==> config.mk <==
export PLATFORM = sky130hd
export DESIGN_NAME = vital_sign_alarm_supervisor_unit
export DESIGN_NICKNAME = d
export VERILOG_FILES = /design/src/rtl/core/vsas_pkg.sv /design/src/rtl/core/vital_sign_alarm_supervisor_unit.sv /design/src/rtl/core/vsas_cfg.sv /design/src/rtl/core/vsas_step.sv /design/src/rtl/core/vsas_oq.sv
export SDC_FILE = /design/constraint.sdc
export NUM_CORES = 1
export LEC_CHECK = 0
export BUFFER_PORTS_ARGS = -buffer_cell sky130_fd_sc_hd__buf_4
export CAP_MARGIN = 10
export CORE_UTILIZATION = 29
export DETAILED_ROUTE_END_ITERATION = 8
export PLACE_DENSITY = 0.56
export SLEW_MARGIN = 20
export SYNTH_ARGS = -nofsm -noshare
export SYNTH_HDL_FRONTEND = slang
export SYNTH_SLANG_ARGS = --single-unit
==> constraint.sdc <==
create_clock -name clk -period 4 [get_ports clk]
set_input_delay 0.8 -clock clk [delete_from_list [all_inputs] [get_ports clk]]
set_output_delay 0.8 -clock clk [all_outputs]
set_load 0.005 [all_outputs]
==> src/rtl/core/vsas_pkg.sv <==
// Package for the vital sign alarm supervisor: types, codes and a saturating increment function.
`default_nettype none
package vsas_pkg;
	localparam int CALIB_SAMPLES_DEF = 16;
	localparam int CFG_IDX_W = 3;
	localparam int CFG_DATA_W = 16;

	typedef enum logic [2:0] {
		ST_INIT = 3'd0,
		ST_CALIB = 3'd1,
		ST_MON = 3'd2,
		ST_ALARM = 3'd3,
		ST_HALT = 3'd4
	} mode_t;

	typedef enum logic [1:0] {
		WHY_NONE = 2'd0,
		WHY_OVERDOSE = 2'd1,
		WHY_TACHY = 2'd2,
		WHY_UNACKED = 2'd3
	} why_t;

	typedef enum logic [1:0] {
		REQ_SAMPLE = 2'd0,
		REQ_ACK = 2'd1,
		REQ_RESET = 2'd2
	} req_code_t;

	typedef enum logic [CFG_IDX_W-1:0] {
		CFG_FLOW_HIGH_LIMIT = 3'd0,
		CFG_FLOW_LOW_LIMIT = 3'd1,
		CFG_HR_HIGH_LIMIT = 3'd2,
		CFG_HR_LOW_LIMIT = 3'd3,
		CFG_HR_HIGH_RUN = 3'd4,
		CFG_FLOW_LOW_RUN = 3'd5,
		CFG_HR_LOW_RUN = 3'd6,
		CFG_ALARM_ACK_LIMIT = 3'd7
	} cfg_idx_t;

	typedef struct packed {
		logic [1:0] req_type;
		logic [15:0] flow_rate;
		logic [11:0] heart_rate;
	} req_t;

	typedef struct packed {
		logic [2:0] fsm_state;
		logic alarm_raised;
		logic [1:0] halt_reason;
	} res_t;

	typedef struct packed {
		logic [15:0] flow_high_limit;
		logic [15:0] flow_low_limit;
		logic [11:0] hr_high_limit;
		logic [11:0] hr_low_limit;
		logic [7:0] hr_high_run;
		logic [7:0] flow_low_run;
		logic [7:0] hr_low_run;
		logic [7:0] alarm_ack_limit;
	} cfg_t;

	function automatic logic [7:0] sat_inc(input logic [7:0] v);
		sat_inc = (v == 8'hFF) ? 8'hFF : v + 8'd1;
	endfunction
endpackage
`default_nettype wire

==> src/rtl/core/vital_sign_alarm_supervisor_unit.sv <==
// Vital sign alarm supervisor, top level.
// Request channel (req_valid, req_stall, req): one beat per event, a sensor
// sample, an acknowledge or a soft reset. Each accepted beat yields exactly
// one result beat on (res_valid, res_stall, res): state after the event,
// alarm flag and latched halt reason.
// The result of an accepted beat is written to the output register, or to
// the skid stage while the receiver stalls. Throughput: one beat per cycle
// while req_stall is low; compare and count logic updates the state registers.
// Config port: cfg_we writes cfg_data into register cfg_index;
// write only while no results are outstanding.
// Reset (arst_n low): state goes to initialising, counters and halt reason
// clear, limits take their defaults, no result is pending.
// Receiver stall: results hold in the output register; one more request is
// taken into the skid stage, then req_stall rises until the output drains.
// req_stall comes from a register and never depends on res_stall directly.
`default_nettype none
module vital_sign_alarm_supervisor_unit
	import vsas_pkg::*;
#(
	parameter int CALIB_SAMPLES = CALIB_SAMPLES_DEF
) (
	input wire logic clk,
	input wire logic arst_n,
	input wire logic req_valid,
	output logic req_stall,
	input req_t req,
	output logic res_valid,
	input wire logic res_stall,
	output res_t res,
	input wire logic cfg_we,
	input wire logic [CFG_IDX_W-1:0] cfg_index,
	input wire logic [CFG_DATA_W-1:0] cfg_data
);
	cfg_t cfg;
	res_t step_res;
	logic push;
	logic full;

	assign req_stall = full;
	assign push = req_valid && !full;

	vsas_cfg u_cfg (
		.clk(clk),
		.arst_n(arst_n),
		.cfg_we(cfg_we),
		.cfg_index(cfg_index),
		.cfg_data(cfg_data),
		.cfg(cfg)
	);

	vsas_step #(
		.CALIB_SAMPLES(CALIB_SAMPLES)
	) u_step (
		.clk(clk),
		.arst_n(arst_n),
		.push(push),
		.req(req),
		.cfg(cfg),
		.res(step_res)
	);

	vsas_oq u_oq (
		.clk(clk),
		.arst_n(arst_n),
		.push(push),
		.push_data(step_res),
		.full(full),
		.res_valid(res_valid),
		.res_stall(res_stall),
		.res(res)
	);
endmodule
`default_nettype wire

==> src/rtl/core/vsas_cfg.sv <==
// Configuration register bank with reset values.
`default_nettype none
module vsas_cfg
	import vsas_pkg::*;
(
	input wire logic clk,
	input wire logic arst_n,
	input wire logic cfg_we,
	input wire logic [CFG_IDX_W-1:0] cfg_index,
	input wire logic [CFG_DATA_W-1:0] cfg_data,
	output cfg_t cfg
);
	cfg_t cfg_q;

	always_ff @(posedge clk or negedge arst_n) begin
		if (!arst_n) begin
			cfg_q.flow_high_limit <= 16'd10000;
			cfg_q.flow_low_limit <= 16'd500;
			cfg_q.hr_high_limit <= 12'd1800;
			cfg_q.hr_low_limit <= 12'd400;
			cfg_q.hr_high_run <= 8'd3;
			cfg_q.flow_low_run <= 8'd3;
			cfg_q.hr_low_run <= 8'd3;
			cfg_q.alarm_ack_limit <= 8'd10;
		end else if (cfg_we) begin
			case (cfg_idx_t'(cfg_index))
				CFG_FLOW_HIGH_LIMIT: cfg_q.flow_high_limit <= cfg_data;
				CFG_FLOW_LOW_LIMIT: cfg_q.flow_low_limit <= cfg_data;
				CFG_HR_HIGH_LIMIT: cfg_q.hr_high_limit <= cfg_data[11:0];
				CFG_HR_LOW_LIMIT: cfg_q.hr_low_limit <= cfg_data[11:0];
				CFG_HR_HIGH_RUN: cfg_q.hr_high_run <= cfg_data[7:0];
				CFG_FLOW_LOW_RUN: cfg_q.flow_low_run <= cfg_data[7:0];
				CFG_HR_LOW_RUN: cfg_q.hr_low_run <= cfg_data[7:0];
				CFG_ALARM_ACK_LIMIT: cfg_q.alarm_ack_limit <= cfg_data[7:0];
				default: ;
			endcase
		end
	end

	assign cfg = cfg_q;
endmodule
`default_nettype wire

==> src/rtl/core/vsas_step.sv <==
// Supervisor state machine: state registers and per-beat next-state logic.
`default_nettype none
module vsas_step
	import vsas_pkg::*;
#(
	parameter int CALIB_SAMPLES = CALIB_SAMPLES_DEF
) (
	input wire logic clk,
	input wire logic arst_n,
	input wire logic push,
	input req_t req,
	input cfg_t cfg,
	output res_t res
);
	mode_t mode_q, mode_d;
	why_t why_q, why_d;
	logic [7:0] calib_q, calib_d;
	logic [7:0] high_q, high_d;
	logic [7:0] lflow_q, lflow_d;
	logic [7:0] lrate_q, lrate_d;
	logic [7:0] unack_q, unack_d;
	logic alarm;
	logic hr_high, fl_low, hr_low;
	logic [7:0] high_inc, lflow_inc, lrate_inc, unack_inc, calib_inc;

	localparam logic [7:0] CalibTarget = 8'(CALIB_SAMPLES);

	always_ff @(posedge clk or negedge arst_n) begin
		if (!arst_n) begin
			mode_q <= ST_INIT;
			why_q <= WHY_NONE;
			calib_q <= '0;
			high_q <= '0;
			lflow_q <= '0;
			lrate_q <= '0;
			unack_q <= '0;
		end else if (push) begin
			mode_q <= mode_d;
			why_q <= why_d;
			calib_q <= calib_d;
			high_q <= high_d;
			lflow_q <= lflow_d;
			lrate_q <= lrate_d;
			unack_q <= unack_d;
		end
	end

	always_comb begin
		hr_high = req.heart_rate > cfg.hr_high_limit;
		fl_low = req.flow_rate < cfg.flow_low_limit;
		hr_low = req.heart_rate < cfg.hr_low_limit;
		high_inc = sat_inc(high_q);
		lflow_inc = sat_inc(lflow_q);
		lrate_inc = sat_inc(lrate_q);
		unack_inc = sat_inc(unack_q);
		calib_inc = sat_inc(calib_q);

		mode_d = mode_q;
		why_d = why_q;
		calib_d = calib_q;
		high_d = high_q;
		lflow_d = lflow_q;
		lrate_d = lrate_q;
		unack_d = unack_q;
		alarm = 1'b0;

		case (req_code_t'(req.req_type))
			REQ_SAMPLE: begin
				case (mode_q)
					ST_INIT: begin
						mode_d = ST_CALIB;
						calib_d = '0;
					end
					ST_CALIB: begin
						calib_d = calib_inc;
						if (calib_inc >= CalibTarget) mode_d = ST_MON;
					end
					ST_MON: begin
						if (req.flow_rate > cfg.flow_high_limit) begin
							why_d = WHY_OVERDOSE;
							mode_d = ST_HALT;
							alarm = 1'b1;
						end else if (hr_high && high_inc >= cfg.hr_high_run) begin
							high_d = high_inc;
							why_d = WHY_TACHY;
							mode_d = ST_HALT;
							alarm = 1'b1;
						end else begin
							high_d = hr_high ? high_inc : 8'd0;
							lflow_d = fl_low ? lflow_inc : 8'd0;
							lrate_d = hr_low ? lrate_inc : 8'd0;
							if ((fl_low && lflow_inc >= cfg.flow_low_run) ||
							    (hr_low && lrate_inc >= cfg.hr_low_run)) begin
								alarm = 1'b1;
								mode_d = ST_ALARM;
							end
						end
					end
					ST_ALARM: begin
						unack_d = unack_inc;
						if (unack_inc >= cfg.alarm_ack_limit) begin
							why_d = WHY_UNACKED;
							mode_d = ST_HALT;
							alarm = 1'b1;
						end
					end
					default: ;
				endcase
			end
			REQ_ACK: begin
				if (mode_q == ST_ALARM) begin
					unack_d = '0;
					lflow_d = '0;
					lrate_d = '0;
					mode_d = ST_MON;
				end
			end
			REQ_RESET: begin
				mode_d = ST_INIT;
				why_d = WHY_NONE;
				calib_d = '0;
				high_d = '0;
				lflow_d = '0;
				lrate_d = '0;
				unack_d = '0;
			end
			default: ;
		endcase

		res.fsm_state = mode_d;
		res.alarm_raised = alarm;
		res.halt_reason = why_d;
	end
endmodule
`default_nettype wire

==> src/rtl/core/vsas_oq.sv <==
// Result register with a skid stage so the input stall is registered and never depends directly on the output stall.
`default_nettype none
module vsas_oq
	import vsas_pkg::*;
(
	input wire logic clk,
	input wire logic arst_n,
	input wire logic push,
	input res_t push_data,
	output logic full,
	output logic res_valid,
	input wire logic res_stall,
	output res_t res
);
	logic out_valid_q, skid_valid_q;
	res_t out_q, skid_q;
	logic out_free;

	assign out_free = !out_valid_q || !res_stall;

	always_ff @(posedge clk or negedge arst_n) begin
		if (!arst_n) begin
			out_valid_q <= 1'b0;
			skid_valid_q <= 1'b0;
		end else if (out_free) begin
			out_valid_q <= skid_valid_q || push;
			skid_valid_q <= 1'b0;
		end else if (push) begin
			skid_valid_q <= 1'b1;
		end
	end

	always_ff @(posedge clk) begin
		if (out_free) begin
			out_q <= skid_valid_q ? skid_q : push_data;
		end else if (push) begin
			skid_q <= push_data;
		end
	end

	assign full = skid_valid_q;
	assign res_valid = out_valid_q;
	assign res = out_q;
endmodule
`default_nettype wire

* Word-level counts from Yosys, hierarchy flattened
Index checks and enable logic that the tools add are counted.
** Storage, ports and cells
- Bits in registers :: 147
- Input bits :: 54
- Output and inout bits :: 8
- Logic and storage cells :: 137
** Cells by class
- $add $sub $neg :: 5
- Magnitude comparators :: 9
- Equal/unequal tests :: 23
- Multiplexer cells :: 47
- Bitwise operators :: 1
- Reductions and logical operators :: 29
** Operators by type and width (number)
- $mux W8 :: 19
- $pmux W8 S3 :: 3
- $pmux W8 S2 :: 3
- $add A8 B1 Y8 const B :: 5
- $eq A8 B8 Y1 const B :: 5
- $ge A8 B8 Y1 :: 4
- $mux W3 :: 6
- $reduce_and A2 Y1 :: 9
- $gt A16 B16 Y1 :: 1
- $lt A16 B16 Y1 :: 1
- $eq A3 B2 Y1 const B :: 4
- $eq A3 B3 Y1 const B :: 4
- $gt A12 B12 Y1 :: 1
- $lt A12 B12 Y1 :: 1
- $pmux W3 S4 :: 1
- $pmux W3 S3 :: 1
- $ge A8 B5 Y1 const B :: 1
- $pmux W2 S2 :: 2
- $reduce_and A4 Y1 :: 2
- $mux W1 :: 7
- $eq A3 B1 Y1 const B :: 2
- $logic_not A3 Y1 :: 2
- $mux W2 :: 3
- $mux W6 :: 1
- 15 further kinds :: 26

* Logic depth before layout (Yosys ltp)
- Word-level depth :: 11
- Mapped depth :: 15
- Gate-level depth less buffers :: 14

* Cells and area by module
Synthesis repeated with hierarchy kept, for this count alone.
** Unflattened totals
- Cells, all modules :: 846
- Area total of the unflattened synthesis :: 9123.8 µm²
** Modules (own cells, without submodules)
- vsas_step :: instances 1, cells each 626, area each 5137.4 µm², sequential area each 1126.1 µm²
- vsas_cfg :: instances 1, cells each 194, area each 3430.8 µm², sequential area each 2234.6 µm²
- vsas_oq :: instances 1, cells each 25, area each 541.8 µm², sequential area each 410.4 µm²
- vital_sign_alarm_supervisor_unit :: instances 1, cells each 1, area each 13.8 µm², sequential area each 0.0 µm²

* Worst setup path after synthesis
No wires, ideal clock.
- Path type :: register to register
- From :: reg u_step.high_q[0]
- To :: reg u_step.lflow_q[0]
- Setup time :: 125 ps
- Arrival :: 2826 ps
- Path slack :: 1050 ps
- Cell stages (with the launch flop) :: 13
- Buffers on the path :: 0
- Period minus slack after synthesis :: 2950 ps
- Path through :: dfrtp_1 -> ha_1 -> and3_1 -> and3_1 -> nand3_1 -> nand2_1 -> ha_1 -> o2111ai_1 -> o221ai_1 -> o21ai_0 -> o311a_1 -> nand2_2 -> mux2_2
** On the way
- Word-level cells in the longest chain between the ends :: 6
** Ends and longest elaborated chain
- from (decl) :: RTL line vsas_step.sv:18 : logic [7:0] high_q, high_d;
- from (signal assigned) :: RTL line vsas_step.sv:41 : high_q <= high_d;
- $add A8 B1 Y8 / $eq A8 B8 Y1 (equally long branches) :: RTL line vsas_pkg.sv:64 : sat_inc = (v == 8'hFF) ? 8'hFF : v + 8'd1;
- $mux W8 * :: RTL line vsas_pkg.sv:64
- $ge A8 B8 Y1 * :: RTL line vsas_step.sv:83 : end else if (hr_high && high_inc >= cfg.hr_high_run) begin
- $logic_and A1 B1 Y1 * :: RTL line vsas_step.sv:83
- $ne A2 B2 Y1 (no line) *
- $reduce_and A6 Y1 (no line) *
- to (signal assigned) :: RTL line vsas_step.sv:42 : lflow_q <= lflow_d;
- to (decl) :: RTL line vsas_step.sv:19 : logic [7:0] lflow_q, lflow_d;
Mark *: on every way between the ends. The rest lies on a longest branch, timed or not.
A chain may end at the register's enable or synchronous reset.

* Worst setup path in the final report
Ends and elaborated chain as after synthesis.

==> summary.md <==
| Metric | Value |
|---|---|
| Avg Synthesized Cell Area | `9.50 sq um` |
| Post-route cell area | `10500 sq um` |
| Post-Route Setup TNS | `0 ns` |
| Initial antenna violation count | `0` |
| Root buffer cell | `clkbuf_16` |
| FILL cells | `3044` |
| Die Wd | `177 um` |
| CP arrival | `3.78 ns` |
| Maximum Capacitance Violations | `0` |
| I/O pins | `62` |
| Vias in the first global route | `6876` |
| Worst skew pair latency | `0.44 ns` |
| Total GRT Usage | `14.4%` |
| Non-Filler Instances | `1408` |
| Design Power | `4.53 mW` |
| Final Max Tran Viols | `0` |
| Total CTS buffers | `17` |
| Area contributors post-synth | `dfrtp_1 31%, ha_1 13%, dfstp_2 7.7%, mux2_2 5.3%, nand2_1 5.1%` |
| Post-Syn Instances | `938` |
| Final Cycle Share | `86.6%` |
| R2R setup slack | `0.53 ns` |
| Max Freq | `289 MHz` |
| Clock Sinks | `147` |
| Async SR Flop Fraction | `91.8%` |
| Ys Warns | `0` |
| Layout area overhead | `17.4%` |
| Setup-failing EPs final | `0` |
| Leak | `4.90 nW` |
| Post-Syn Area | `8910 sq um` |
| N_diodes | `0` |
| Worst min-delay path category | `primary input to async pin` |
| CTS max path bufs | `2` |
| RR Startpoint | `u_step.high_q[0]` |
| Clock Pin Slew Worst Setup and Hold Paths | `0.07 ns` |
| Post-CTS sizing | `0` |
| Reg2reg path depth | `14` |
| Run status | `completed` |
| Final core occ | `34.9%` |
| Fin crit period | `3.47 ns` |
| Global-route wire length before repair | `35300 um` |
| H-tree depth | `4` |
| Detail Placement HPWL | `15800 um` |
| Top cells by count, synth | `120 x nand2_1, 110 x inv_1, 109 x dfrtp_1, 95 x ha_1, 82 x o21ai_0` |
| Vias/cell | `4.81` |
| Most frequent cell after synthesis | `nand2_1` |
| Max Clock Skew | `0.0224 ns` |
| Die area | `31400 sq um` |
| RSZ-0062 raised after global routing | `false` |
| Worst vdd ir | `224 uV` |
| ANT nets after route | `0` |
| CTS Hold Bufs | `0` |
| Final Hold Violating Endpoints | `0` |
| DRT iter0 DRCs | `301` |
| Port buffer count | `61` |
| Main flop type after synthesis | `dfrtp_1` |
| Pre-antenna DRT Iters | `4` |
| Total Wirelength | `21300 um` |
| Die Ht | `177 um` |
| Largest net degree at the start of global routing | `84` |
| Synth unique cells | `61` |
| Rel. slew slack | `46.7%` |
| Worst setup SP type | `register` |
| # rows | `63` |
| Drt drc | `0` |
| GP Congestion | `0.839` |
| Post-Place Cells | `1376` |
| Cell type with the highest aggregate area in the netlist | `dfrtp_1` |
| Post-synthesis register bit count | `147` |
| Setup bufs post-CTS | `0` |
| Drt wl/cell | `15.1 um` |
| Pwr/cell area | `433 nW/um^2` |
| Fin nets | `1154` |
| Worst Tran Pin Value | `0.780 ns` |
| Global route total overflow | `0` |
| Register area share after synthesis | `42.3%` |
| TritonCTS clock tree | `done` |
| EDFF count, synth | `12` |
| Via count | `6766` |
| Crit path capture type | `register` |
| Mapped Nets | `1087` |
| Area after DPL | `9860 sq um` |
| Core box area | `30000 sq um` |
| Starting Density | `29.7%` |
| Critical path required time | `4.31 ns` |
| Kind of critical path | `register to register` |
| Share of layout cells above drive strength 1 | `18.6%` |
| Critical-path maximum fanout | `14` |
| Reg-to-reg endpoint | `u_step.lflow_q[0]` |
| Yosys top cell area share | `30.6%` |
[final cells by class]
cell class / instances / area [sq um] / area share (%)
Multi-Input combinational cell: 658 / 4640 / 44.3
Sequential cell: 147 / 3770 / 36.0
Timing Repair Buffer: 71 / 549 / 5.25
Tap cell: 390 / 488 / 4.66
Clock buffer: 17 / 425 / 4.07
Inverter: 110 / 413 / 3.95
Clock inverter: 15 / 178 / 1.70
[metal layers]
metal	GRT usage, %	up-vias	share of wire, %
li1	-	3415	-
met5	0	-	0
met3	2.87	19	3.3
met2	24.7	94	48
met4	3.92	0	1.2
met1	18.3	3238	47
[stage by stage]
step,worst slack (ns),hold slack (ns)
finish,0.535,0.385
global route,0.274,0.480
CTS,0.530,0.444
detailed placement,0.517,0.491
global placement,0.538,0.486
floorplan,1.05,0.471
[logic make-up (layout without fill, tap and decap cells)]
logic type | count (synthesis) | in the layout | synth area share [%]
flip-flops | 147 | 147 | 42.3
multiplexers | 57 | 57 | 6.99
adder cells (fa/ha/maj) | 95 | 95 | 13.3
AO/OA/AOI/OAI | 208 | 208 | 14.4
AND/OR/NAND/NOR | 281 | 281 | 15.5
XOR/XNOR | 17 | 17 | 1.67
buffers and inverters | 133 | 213 | 5.77
[worst max-delay path by stage]
stage                     startpoint           endpoint  slack (ns)  depth (start not counted)
finish              u_step.high_q[0]  u_step.lflow_q[0]        0.53                         14
detailed placement            req[7]        u_oq.res[5]        0.52                         10
global route        u_step.high_q[0]  u_step.lflow_q[5]        0.27                         15
CTS                 u_step.high_q[0]  u_step.lflow_q[0]        0.53                         14
global placement              req[3]        u_oq.res[5]        0.54                         10
floorplan           u_step.high_q[0]  u_step.lflow_q[0]        1.05                         12
[sequential cells by signal, indices dropped and copies added, names as in the netlist]
name / count
u_cfg.cfg: 88
u_oq.full: 1
u_oq.res: 6
u_oq.res_valid: 1
u_oq.skid_q: 6
u_step.calib_q: 8
u_step.high_q: 8
u_step.lflow_q: 8
u_step.lrate_q: 8
u_step.mode_q: 3
u_step.unack_q: 8
u_step.why_q: 2
[cell usage in the layout (no fill, tap or decap), types with 17 or more instances in the layout]
cell	Yosys	layout
nand2_1	120	120
inv_1	110	110
dfrtp_1	109	109
ha_1	95	95
o21ai_0	82	82
buf_4	2	69
a21oi_1	50	50
mux2_2	42	42
nor2_1	38	38
dfstp_2	26	26
nand3_1	22	22
a22o_1	21	21
clkbuf_16	0	17
[where the power goes]
part,total (mW),switching (mW),internal [mW]
clock,1.63,0.781,0.847
combinational,1.02,0.571,0.450
sequential,1.88,0.111,1.77
[worst max-delay path, stage by stage, from the launching register on]
cell and delay, ns:
dfrtp_1 0.41, ha_1 0.19, and3_1 0.20, and3_1 0.22, nand3_1 0.22, nand2_1 0.16
inv_1 0.05, ha_1 0.26, nand2b_1 0.09, a211oi_1 0.06, o221ai_1 0.16, o21ai_0 0.20
o311a_1 0.40, nand2_2 0.33, mux2_2 0.38
(Power assumes the default switching activity.)
